[src/rtl/spq_pkg.sv]
// ----------------------------------------------------------------------------
// spq_pkg
// Shared types and codes for the stable priority queue.
// ----------------------------------------------------------------------------
package spq_pkg;

    localparam int DATA_W = 32;
    localparam int PRIO_W = 8;
    localparam int OCC_W  = 5;

    typedef enum logic {
        KIND_ENQ = 1'b0,
        KIND_DEQ = 1'b1
    } t_kind;

    typedef enum logic [1:0] {
        ST_OK    = 2'd0,
        ST_EMPTY = 2'd1,
        ST_FULL  = 2'd2
    } t_status;

    typedef enum logic [1:0] {
        OP_HOLD,
        OP_INSERT,
        OP_SHIFT
    } t_cell_op;

    typedef struct packed {
        t_cell_op op;
        logic     occupied;
    } t_cell_ctrl;

endpackage

[src/rtl/spq_if.sv]
// ----------------------------------------------------------------------------
// spq_if
// Request and response channels of the stable priority queue.
// ----------------------------------------------------------------------------
interface spq_req_if;
    logic               valid;
    logic               ready;
    logic               kind;
    logic signed [31:0] in_data;
    logic        [7:0]  in_priority;

    modport source (output valid, output kind, output in_data, output in_priority,
                    input ready);
    modport sink   (input valid, input kind, input in_data, input in_priority,
                    output ready);
endinterface

interface spq_rsp_if;
    logic               valid;
    logic               ready;
    logic signed [31:0] out_data;
    logic        [1:0]  status;
    logic        [4:0]  occupancy;

    modport source (output valid, output out_data, output status, output occupancy,
                    input ready);
    modport sink   (input valid, input out_data, input status, input occupancy,
                    output ready);
endinterface

[src/rtl/spq_cell.sv]
// ----------------------------------------------------------------------------
// spq_cell
// One slot of the sorted row: holds an entry and moves it to or from a neighbor.
// ----------------------------------------------------------------------------
module spq_cell
    import spq_pkg::*;
(
    input  logic                     i_clk,
    input  t_cell_ctrl               i_ctrl,
    input  logic signed [DATA_W-1:0] i_new_data,
    input  logic        [PRIO_W-1:0] i_new_prio,
    input  logic signed [DATA_W-1:0] i_prev_data,
    input  logic        [PRIO_W-1:0] i_prev_prio,
    input  logic                     i_prev_behind,
    input  logic signed [DATA_W-1:0] i_next_data,
    input  logic        [PRIO_W-1:0] i_next_prio,
    output logic signed [DATA_W-1:0] o_data,
    output logic        [PRIO_W-1:0] o_prio,
    output logic                     o_behind
);

    logic signed [DATA_W-1:0] r_data, n_data;
    logic        [PRIO_W-1:0] r_prio, n_prio;

    // The new entry goes behind this one when it is stored and not of higher priority.
    assign o_behind = i_ctrl.occupied && (r_prio <= i_new_prio);

    always_comb begin
        n_data = r_data;
        n_prio = r_prio;
        case (i_ctrl.op)
            OP_INSERT: begin
                if (o_behind) begin
                    n_data = r_data;
                    n_prio = r_prio;
                end else if (i_prev_behind) begin
                    n_data = i_new_data;
                    n_prio = i_new_prio;
                end else begin
                    n_data = i_prev_data;
                    n_prio = i_prev_prio;
                end
            end
            OP_SHIFT: begin
                n_data = i_next_data;
                n_prio = i_next_prio;
            end
            default: begin
                n_data = r_data;
                n_prio = r_prio;
            end
        endcase
    end

    always_ff @(posedge i_clk) begin
        r_data <= n_data;
        r_prio <= n_prio;
    end

    assign o_data = r_data;
    assign o_prio = r_prio;

endmodule

[src/rtl/stable_priority_queue.sv]
// ----------------------------------------------------------------------------
// stable_priority_queue
// Bounded priority queue kept as a sorted row of cells, front at cell 0.
// ----------------------------------------------------------------------------
//  Channel  Dir  Payload                            Moves
//  i_req    in   kind, in_data, in_priority         one operation
//  o_rsp    out  out_data, status, occupancy        one result per operation
//
//  One transaction per cycle while the result register is empty or draining:
//  every cell compares its priority with the incoming one and shifts in the
//  same cycle. The registered result appears in the cycle after acceptance.
//  A request is taken whenever the result register is empty or being drained.
//  Reset empties the queue; the cell contents are not cleared.
// ----------------------------------------------------------------------------
module stable_priority_queue
    import spq_pkg::*;
#(
    parameter int CAPACITY = 16
) (
    input  logic  i_clk,
    input  logic  i_rst_n,
    spq_req_if.sink   i_req,
    spq_rsp_if.source o_rsp
);

    localparam int CW = $clog2(CAPACITY + 1);

    logic signed [DATA_W-1:0] cell_data  [CAPACITY];
    logic        [PRIO_W-1:0] cell_prio  [CAPACITY];
    logic                     cell_behind[CAPACITY];

    logic [CW-1:0]            r_count, n_count;
    logic                     r_out_valid;
    logic signed [DATA_W-1:0] r_out_data, n_out_data;
    t_status                  r_status, n_status;
    logic [OCC_W-1:0]         r_occ;
    t_cell_op                 cell_op;
    logic                     accept;

    assign i_req.ready = !r_out_valid || o_rsp.ready;
    assign accept      = i_req.valid && i_req.ready;

    always_comb begin
        cell_op    = OP_HOLD;
        n_count    = r_count;
        n_out_data = '0;
        n_status   = ST_OK;
        if (i_req.kind == KIND_ENQ) begin
            if (r_count >= CW'(CAPACITY)) begin
                n_status = ST_FULL;
            end else begin
                cell_op = OP_INSERT;
                n_count = r_count + 1'b1;
            end
        end else begin
            if (r_count == '0) begin
                n_status = ST_EMPTY;
            end else begin
                cell_op    = OP_SHIFT;
                n_count    = r_count - 1'b1;
                n_out_data = cell_data[0];
            end
        end
        if (!accept) begin
            cell_op = OP_HOLD;
            n_count = r_count;
        end
    end

    for (genvar g = 0; g < CAPACITY; g++) begin : g_cell
        t_cell_ctrl               ctrl;
        logic signed [DATA_W-1:0] prev_data, next_data;
        logic        [PRIO_W-1:0] prev_prio, next_prio;
        logic                     prev_behind;

        assign ctrl.op       = cell_op;
        assign ctrl.occupied = CW'(g) < r_count;

        if (g == 0) begin : g_first
            assign prev_data   = i_req.in_data;
            assign prev_prio   = i_req.in_priority;
            assign prev_behind = 1'b1;
        end else begin : g_mid
            assign prev_data   = cell_data[g-1];
            assign prev_prio   = cell_prio[g-1];
            assign prev_behind = cell_behind[g-1];
        end

        if (g == CAPACITY - 1) begin : g_last
            assign next_data = cell_data[g];
            assign next_prio = cell_prio[g];
        end else begin : g_inner
            assign next_data = cell_data[g+1];
            assign next_prio = cell_prio[g+1];
        end

        spq_cell u_cell (
            .i_clk        (i_clk),
            .i_ctrl       (ctrl),
            .i_new_data   (i_req.in_data),
            .i_new_prio   (i_req.in_priority),
            .i_prev_data  (prev_data),
            .i_prev_prio  (prev_prio),
            .i_prev_behind(prev_behind),
            .i_next_data  (next_data),
            .i_next_prio  (next_prio),
            .o_data       (cell_data[g]),
            .o_prio       (cell_prio[g]),
            .o_behind     (cell_behind[g])
        );
    end

    always_ff @(posedge i_clk) begin
        if (!i_rst_n) begin
            r_count     <= '0;
            r_out_valid <= 1'b0;
        end else begin
            r_count <= n_count;
            if (accept) begin
                r_out_valid <= 1'b1;
            end else if (o_rsp.ready) begin
                r_out_valid <= 1'b0;
            end
        end
    end

    always_ff @(posedge i_clk) begin
        if (accept) begin
            r_out_data <= n_out_data;
            r_status   <= n_status;
            r_occ      <= OCC_W'(n_count);
        end
    end

    assign o_rsp.valid     = r_out_valid;
    assign o_rsp.out_data  = r_out_data;
    assign o_rsp.status    = r_status;
    assign o_rsp.occupancy = r_occ;

endmodule

[src/flat_wrapper.sv]
// flat-port wrapper written by rule: the top's interface ports become plain ports
module stable_priority_queue_flat import spq_pkg::*;
#(
    parameter int CAPACITY = 16
)
  (i_clk, i_rst_n, i_req_valid, i_req_kind, i_req_in_data, i_req_in_priority, i_req_ready, o_rsp_valid, o_rsp_out_data, o_rsp_status, o_rsp_occupancy, o_rsp_ready);
  spq_req_if i_req_i ();
  spq_rsp_if o_rsp_i ();
  input  logic i_clk;
  input  logic i_rst_n;
  input wire logic [$bits(i_req_i.valid)-1:0] i_req_valid;
  input wire logic [$bits(i_req_i.kind)-1:0] i_req_kind;
  input wire logic [$bits(i_req_i.in_data)-1:0] i_req_in_data;
  input wire logic [$bits(i_req_i.in_priority)-1:0] i_req_in_priority;
  output wire logic [$bits(i_req_i.ready)-1:0] i_req_ready;
  output wire logic [$bits(o_rsp_i.valid)-1:0] o_rsp_valid;
  output wire logic [$bits(o_rsp_i.out_data)-1:0] o_rsp_out_data;
  output wire logic [$bits(o_rsp_i.status)-1:0] o_rsp_status;
  output wire logic [$bits(o_rsp_i.occupancy)-1:0] o_rsp_occupancy;
  input wire logic [$bits(o_rsp_i.ready)-1:0] o_rsp_ready;
  assign i_req_i.valid = i_req_valid;
  assign i_req_i.kind = i_req_kind;
  assign i_req_i.in_data = i_req_in_data;
  assign i_req_i.in_priority = i_req_in_priority;
  assign i_req_ready = i_req_i.ready;
  assign o_rsp_valid = o_rsp_i.valid;
  assign o_rsp_out_data = o_rsp_i.out_data;
  assign o_rsp_status = o_rsp_i.status;
  assign o_rsp_occupancy = o_rsp_i.occupancy;
  assign o_rsp_i.ready = o_rsp_ready;
  stable_priority_queue #(.CAPACITY(CAPACITY)) u_core (.i_clk(i_clk), .i_rst_n(i_rst_n), .i_req(i_req_i), .o_rsp(o_rsp_i));
endmodule
[config.mk]
export PLATFORM = sky130hd
export DESIGN_NAME = stable_priority_queue_flat
export DESIGN_NICKNAME = d
export VERILOG_FILES = /design/src/rtl/spq_pkg.sv /design/src/rtl/spq_if.sv /design/src/rtl/spq_cell.sv /design/src/rtl/stable_priority_queue.sv /design/src/flat_wrapper.sv
export SDC_FILE = /design/constraint.sdc
export NUM_CORES = 1
export LEC_CHECK = 0
export ABC_AREA = 1
export BUFFER_PORTS_ARGS = -buffer_cell sky130_fd_sc_hd__buf_2
export CAP_MARGIN = 0
export CORE_ASPECT_RATIO = 0.6
export CORE_UTILIZATION = 40
export DETAILED_ROUTE_END_ITERATION = 10
export HOLD_SLACK_MARGIN = 0.05
export PLACE_DENSITY_LB_ADDON = 0.2
export SLEW_MARGIN = 20
export SYNTH_ARGS = -nofsm -noshare
export SYNTH_HDL_FRONTEND = slang
export SYNTH_SLANG_ARGS = --single-unit
[constraint.sdc]
create_clock -name i_clk -period 11.7 [get_ports i_clk]
set_input_delay 1.755 -clock i_clk [delete_from_list [all_inputs] [get_ports i_clk]]
set_output_delay 1.755 -clock i_clk [all_outputs]
set_load 0.01 [all_outputs]
==> impl_summary.md, run 1 <==
Die
The number of cell rows is 90. The area of the die is between 100000 and 150000 um2. The initial cell density of the core is 0.404.

The area of the core is a little over 100000 um2. The die extent in y is ~250 um. The count of pins on the block boundary is between 80 and 90. In this run the horizontal extent of the chip is between 400 and 500 um.

Place
The port buffer count is 85. The placed wire-length estimate is 72.7 mm. The area of placed instances is 41700 um2.

The last weighted congestion value of the routability-driven placer is ~0.81.

Worst hold path
The class of the tightest hold or removal check is flop to flop.

Logic synthesis
The cell count after synthesis is approximately 5200. In this run, distinct cell masters in the synthesized netlist total 28. A synthesized cell averages 7.78 um2. The cell area after synthesis is around 41000 um2. The prevailing post-synth register cell is edfxtp_1.

The number of warning messages in the yosys log is 0. The synthesized netlist net count is 5397. The number of enable flip-flop cells after synthesis is roughly 680. The flop and latch count out of synthesis is 685. The async set or reset register ratio after synthesis is 0. The share of the Yosys chip area taken by registers is 0.504.

Run status
The run finished with clean final reports.

Final layout
In the final layout, the multi-input gates occupy ~16000 um2. The number of antenna cells inserted is 0. The final standard cell utilization of the core is 0.436. After routing the design area is ~44000 um2.

Fill cells in the final layout number between 10000 and 15000. The synthesis-to-layout area growth is 8.01%. The fraction of final layout cells sized beyond drive strength 1 is 0.0540. In the layout the commonest cells are nand2_1 (2004), nand3_1 (1166), edfxtp_1 (679), inv_1 (655), ha_1 (124). The most frequent standard cell in the layout excluding fill and tap cells is nand2_1. The storage element area is 20500 um2. For this run, the post-layout net count is 5264.

Detailed routing
The first-iteration detailed-routing DRC count is between 3000 and 4000. The count of nets left with antenna violations once routing finished came out at 0. The final layout contains routed wiring with a total length of around 110 mm. Dividing the detail-routed wire length by the instance count gives around 17 um.

The final route contains ~34000 vias. Dividing the detail-routed via count by the number of cells gives ~5.3. The number of remaining DRC errors is 0. For this run, the detailed router's first-pass iteration total came to 5.

Global route
The initial antenna violation count is 0. The remaining global-route overflow is 0. The number of global-route vias before repair came to approximately 34000.

The maximum number of pins on one net before global-route repair is ~200. Across every metal layer, demand over resource in global routing totals 0.208. The first global-routing pass estimated 177 mm of wire.

Worst setup path
The largest individual stage delay along the critical path comes from the cell buf_12. In this run the worst path has a maximum fanout of roughly 200. The startpoint-to-endpoint class of the critical path is flop to flop.

The delay of the slowest critical-path stage is ~0.7 ns. The critical path startpoint category is a flop. Data arrives at the worst endpoint at about 5.3 ns. The worst setup path is captured at a flop.

The cell family contributing the most delay on the critical path is buffers and inverters. Walking the worst path, the cells encountered are inv_2 > nand2_4 > nor2_4 > nand2_2 > nand2_2 > nor2_4 > buf_6 > inv_8 > buf_12 > buf_12 > nand2_1 > buf_4. The data required time at the worst endpoint is between 10 and 15 ns. The number of buffers and inverters on the critical path is 6.

Clock tree
The CTS tree is built. Gates resized during post-CTS repair numbered 0. The number of H-tree levels is 3. In this run the deepest clock path goes through 3 buffers.

Buffers inserted to repair hold after CTS numbered 0. The number of clock buffers added by TritonCTS is slightly above 70. Buffers added to address setup during post-CTS repair amount to 0. The source-to-sink clock delay at the later pin of the worst-skew pair is 0.66 ns. The TritonCTS sink count is just under 700. CTS placed an instance of clkbuf_16 at the clock tree root.

After clock tree synthesis, the clock-pin slew on the worst setup and hold paths is around 0.06 ns.

Power
Overall power consumption after layout is estimated at about 0.0080 W. The leakage component of the power is ~21 nW. The maximum ir drop on the vdd rail is about 0.11 mV. For this design the ratio of total power to cell area is roughly 180 nW/um2.

Timing
The ratio of final minimum period to clock period is 0.426. The hold violation count in the final report is 0. Setup violations remaining at the end of the flow were counted as 0. Setup repair after global routing left no endpoint under its margin. The measured slew at the worst slew-check pin is around 1.1 ns. The post-route minimum period is ~5 ns.

In this run the tightest slew margin relative to its limit is 0.258. Static timing analysis puts the maximum clock frequency at about 0.20 GHz. The final hold slack is between 0.5 and 0.6 ns. The max-slew violation count was 0. Across the routed clock network, the largest skew measured is between 0.02 and 0.025 ns. The total negative slack for setup checks is 0 ns.

Run
The max-cap violation count is 0.
==> cell type report <==
| type | instances | area share |
|---|---|---|
| Tap cell | 1334 | 0.0380 |
| Inverter | 662 | 0.0567 |
| Multi-Input combinational cell | 3521 | 0.367 |
| Timing Repair Buffer | 153 | 0.0223 |
| Clock inverter | 33 | 0.00561 |
| Clock buffer | 93 | 0.0440 |
| Sequential cell | 685 | 0.467 |
==> worst reg2reg max path: stages, from the launching register on <==
cell and delay (ns):
dfxtp_1 0.33, inv_2 0.25, nand2_4 0.40, nor2_4 0.30, nand2_2 0.10, nand2_2 0.51
nor2_4 0.04, buf_6 0.33, inv_8 0.55, buf_12 0.50, buf_12 0.81, nand2_1 0.21
buf_4 0.34
==> kinds of logic (layout without fill, tap and decap cells) <==
| family | Yosys count | in the layout | share of synthesized area |
|---|---|---|---|
| AO/OA/AOI/OAI | 105 | 105 | 0.0140 |
| XOR/XNOR | 4 | 4 | 0.000861 |
| adder cells (fa/ha/maj) | 124 | 124 | 0.0381 |
| buffers and inverters | 1022 | 941 | 0.102 |
| flip-flops | 685 | 685 | 0.504 |
| AND/OR/NAND/NOR | 3288 | 3288 | 0.341 |
==> path summary, 6_finish.rpt <==
| check | startpoint | end | slack [ns] | depth (start not counted) |
|---|---|---|---|---|
| worst max-delay path | u_core.r_count[4] | u_core.g_cell[7].u_cell.o_data[14] | 6.71 | 12 |
| worst min-delay path | u_core.g_cell[15].u_cell.o_data[14] | u_core.g_cell[14].u_cell.o_data[14] | 0.52 | 2 |
| worst max register to register | u_core.r_count[4] | u_core.g_cell[7].u_cell.o_data[14] | 6.71 | 12 |
| worst min register to register | u_core.g_cell[15].u_cell.o_data[14] | u_core.g_cell[14].u_cell.o_data[14] | 0.52 | 2 |
==> where the power goes <==
part / leakage, nW / internal, W / total [W] / switching, W
Sequential: 6.48 / 0.00336 / 0.00360 / 0.000239
Clock: 1.07 / 0.00123 / 0.00225 / 0.00101
Combinational: 13.5 / 0.000644 / 0.00217 / 0.00153
==> flip-flops by register name (all words and copies together), names as in the netlist <==
register / count
u_core.g_cell.u_cell.o_data: 512
u_core.g_cell.u_cell.o_prio: 128
u_core.o_rsp.out_data: 32
u_core.o_rsp.occupancy: 5
u_core.r_count: 5
u_core.o_rsp.status: 2
u_core.o_rsp.valid: 1
==> stage by stage <==
stage	cells	worst slack, ns
global route	6481	6.21
global placement	6355	5.86
finish	6481	6.71
floorplan	5228	6.77
detailed placement	6355	5.85
CTS	6481	6.51
==> layer usage <==
layer | GRT usage | vias up | part of all wire | wire length [um]
met2 | 0.315 | 820 | 0.43 | 46600
met5 | 0 | - | 0 | 0
met1 | 0.316 | 16700 | 0.50 | 53600
met4 | 0.0407 | 0 | 0.014 | 1520
li1 | - | 16600 | - | -
met3 | 0.0291 | 101 | 0.054 | 5790
==> synth_stat cells (2+ instances only) <==
library cell	instances	area (um2)
a21o_1	14	105
a21oi_1	35	175
buf_1	10	37.5
buf_2	82	410
buf_4	44	330
buf_6	5	56.3
clkbuf_1	219	822
dfxtp_1	6	120
edfxtp_1	679	20400
ha_1	124	1550
inv_1	656	2460
inv_2	6	22.5
nand2_1	2014	7560
nand2_2	3	18.8
nand3_1	1166	5840
nand4_1	15	93.8
nor2_1	85	319
nor2_4	2	22.5
o21ai_0	47	235
o21ai_1	5	25.0
xor2_1	4	35.0
(Power assumes the default switching activity.)
==> run 2: changes to the inputs <==
==> constraint.sdc (replaced) <==
create_clock -name i_clk -period 4.9 [get_ports i_clk]
set_input_delay 0.735 -clock i_clk [delete_from_list [all_inputs] [get_ports i_clk]]
set_output_delay 0.735 -clock i_clk [all_outputs]
set_load 0.01 [all_outputs]
==> run 2 against run 1 <==
  * Clock power grew 130%
  * Critical endpoint is now u_core.g_cell[6].u_cell.o_prio[0]
  * Count of clock-buffer cells in the layout grew 10
  * Largest power group unchanged
  * Combinational power grew 140%
  * Wire length shrank 0.81%
  * Flip-flop and latch count is the same
  * Sequential power grew 140%
  * Design area grew 0.44%
  * Power grew 140%
  * Core utilization grew 0.19 points
  * Global-route usage shrank 0.14 points
  * Hold slack lost 0.13 ns
  * Non-clock buffer count grew 30
==> impl_summary.md, run 2 (synthesis gave the netlist of run 1 again) <==
Run status
The flow ran to the end, and the final reports show no timing, DRC or antenna violations.

Final layout
The final standard cell utilization of the core is 0.438 (+0.00191). The count of fill cells added during filler insertion was 10400 (+0.84%). In the layout the commonest cells are nand2_1 (2010), nand3_1 (1166), edfxtp_1 (679), inv_1 (655), ha_1 (124). The number of flip-flops in the largest register is 512 (unchanged). The synthesis-to-layout area growth is 8.48%.

The final-stage net count is 5293 (+0.55%). The most frequent standard cell in the layout excluding fill and tap cells is nand2_1. The number of antenna cells inserted was 0 (unchanged). The fraction of final layout cells sized beyond drive strength 1 was 0.0566 (+0.00260).

Detailed routing
The number of remaining DRC errors is 0 (unchanged). The first-iteration detailed-routing DRC count is 2556 (-17%). The detailed-route via count is 34500 (+0.71%).

The wire length reported by the detailed router was 107 mm (-0.81%). The routed via count divided by cell count is 5.30 (+0.26%). The number of nets with antenna violations after routing is 0 (unchanged). The number of detailed-route iterations in the first pass is 5 (unchanged). The routed length per placed instance is 16.4 um (-1.2%).

Power
The overall power consumption is 0.0190 W (+140%). The leakage component of the power is 21.2 nW (+0.55%). The power per standard cell area came to 431 nW/um2 (+140%). The maximum ir drop on the vdd rail is 0.294 mV (+160%).

Timing
The hold violation count in the final report is 0 (unchanged). The worst setup skew after layout came to 0.0288 ns (+0.00448 ns). The max-slew violation count is 0 (unchanged). The measured slew at the worst slew-check pin is 1.03 ns (-0.0846 ns). The post-route minimum period was 3.54 ns (-1.45 ns). The headroom to the max-slew limit was 0.315 (+0.0564). The setup-violating endpoint count in the final report was 0 (unchanged). The peak clock frequency supported by timing is 0.282 GHz (+41%).

Setup repair after global routing left no endpoint under its margin. The ratio of final minimum period to clock period is 0.723 (+0.296). The total negative slack for setup checks is 0 ns (unchanged).

Clock tree
The number of buffers added by the clock tree synthesis step is 71 (-1.4%). TritonCTS built the clock tree. The number of setup buffers added after CTS is 0 (unchanged). The number of buffers inserted for hold repair after clock tree synthesis is 0 (unchanged). The clock tree buffer depth is 3 (unchanged). The source-to-sink clock delay at the later pin of the worst-skew pair is 0.66 ns (about the same). The root buffer cell chosen for the clock tree is clkbuf_16. The clock-pin transition on the worst setup and hold timing paths is 0.06 ns (about the same). The TritonCTS sink count is 685 (unchanged). The number of gates resized after CTS is 0 (unchanged). The number of H-tree levels is 3 (unchanged).

Die
The area of the die was 103000 um2 (unchanged). The count of pins on the block boundary was 86 (unchanged). The initial cell density of the core was 0.404 (unchanged). The area of the core is 101000 um2 (unchanged). The number of cell rows came to 90 (unchanged). The die span in x was 414 um (unchanged). The die extent in y is 249 um (unchanged).

Global route
The number of global-route vias before repair is 33900 (+1.0%). The maximum number of pins on one net before global-route repair came to 215 (+5.4%). The wire length of the first global-routing pass is 177 mm (-0.23%). The initial antenna violation count came to 0 (unchanged).

The total routing resource utilization after global routing is 0.207 (-0.00135). The remaining global-route overflow is 0 (unchanged).

Place
The last weighted congestion value of the routability-driven placer is 0.825 (+2.4%). The placed wire-length estimate is 74.1 mm (+1.8%). The port buffer count is 85 (unchanged).

Worst setup path
The data arrival time of the critical path is 4.04 ns (-1.29 ns). The register-to-register setup slack is 1.36 ns (-5.35 ns). The delay of the slowest critical-path stage is 0.74 ns (+0.03 ns). The data required time at the worst endpoint was 5.40 ns (-6.64 ns).

The worst setup path is launched from a flop. The critical path is of the flop to flop type. The slowest stage of the critical path is the buf_4 cell.

The worst setup path is captured at a flop. The critical path goes through inv_2 > nand2_4 > nor2_4 > nand2_2 > nand2_2 > nor2_4 > buf_4 > buf_4 > nand2_1 > nand2_1. The biggest fanout along the worst timing path came to 78 (-62%).

Worst hold path
The class of the tightest hold or removal check is input port to flop.

Run
The max-cap violation count is 0 (unchanged).
==> run 2: cell types whose count changed in the layout (fill, tap and decap cells not counted), sizes merged <==
cell      previous run  this run
bufinv               3         1
inv                663       662
buf                153       183
clkinv              28        21
clkinvlp             1         0
clkbuf              93       103
==> run 2: path summary, 6_finish.rpt <==
path,from,to,cells past startpoint
max,u_core.r_count[4],u_core.g_cell[6].u_cell.o_prio[0],10
min,i_rst_n,u_core.r_count[2],2
max reg2reg,u_core.r_count[4],u_core.g_cell[6].u_cell.o_prio[0],10
min reg2reg,u_core.g_cell[15].u_cell.o_prio[7],u_core.g_cell[14].u_cell.o_prio[7],2
==> run 2: through the flow <==
| stage | area [um2] | std cells | hold slack [ns] | setup slack (ns) |
|---|---|---|---|---|
| 2_1_floorplan | 40700 | 5228 | 0.495 | 0.992 |
| 3_3_place_gp | 42000 | 6384 | 0.502 | 1.36 |
| 3_5_place_dp | 42000 | 6384 | 0.507 | 1.34 |
| 4_1_cts | 44100 | 6509 | 0.342 | 1.33 |
| 5_1_grt | 44100 | 6510 | 0.374 | 1.05 |
| 6_report | 44100 | 6510 | 0.387 | 1.36 |
==> run 2: layout make-up <==
type | count | area (um2) | area share
Sequential cell | 685 | 20500 | 0.465
Clock buffer | 103 | 1970 | 0.0446
Clock inverter | 22 | 148 | 0.00335
Multi-Input combinational cell | 3521 | 16100 | 0.365
Tap cell | 1334 | 1670 | 0.0378
Inverter | 662 | 2490 | 0.0565
Timing Repair Buffer | 183 | 1260 | 0.0285
==> run 2: worst max-delay path: cells and delay by family, from the launching register on <==
family,cells,cell delay [ns]
buffers and inverters,3,1.52
and+or+nand+nor,7,1.41
DFF,1,0.37
==> run 2: power by group <==
part | leakage [nW] | switching [W] | internal (W) | total (W)
Combinational | 13.7 | 0.00365 | 0.00157 | 0.00522
Sequential | 6.48 | 0.000537 | 0.00802 | 0.00856
Clock | 1.03 | 0.00241 | 0.00285 | 0.00526
==> run 2: layer usage <==
layer | GRT usage | vias up | part of all wire
li1 | - | 16700 | -
met1 | 0.311 | 17100 | 0.50
met2 | 0.316 | 691 | 0.44
met3 | 0.0314 | 109 | 0.047
met4 | 0.0379 | 0 | 0.016
met5 | 0 | - | 0
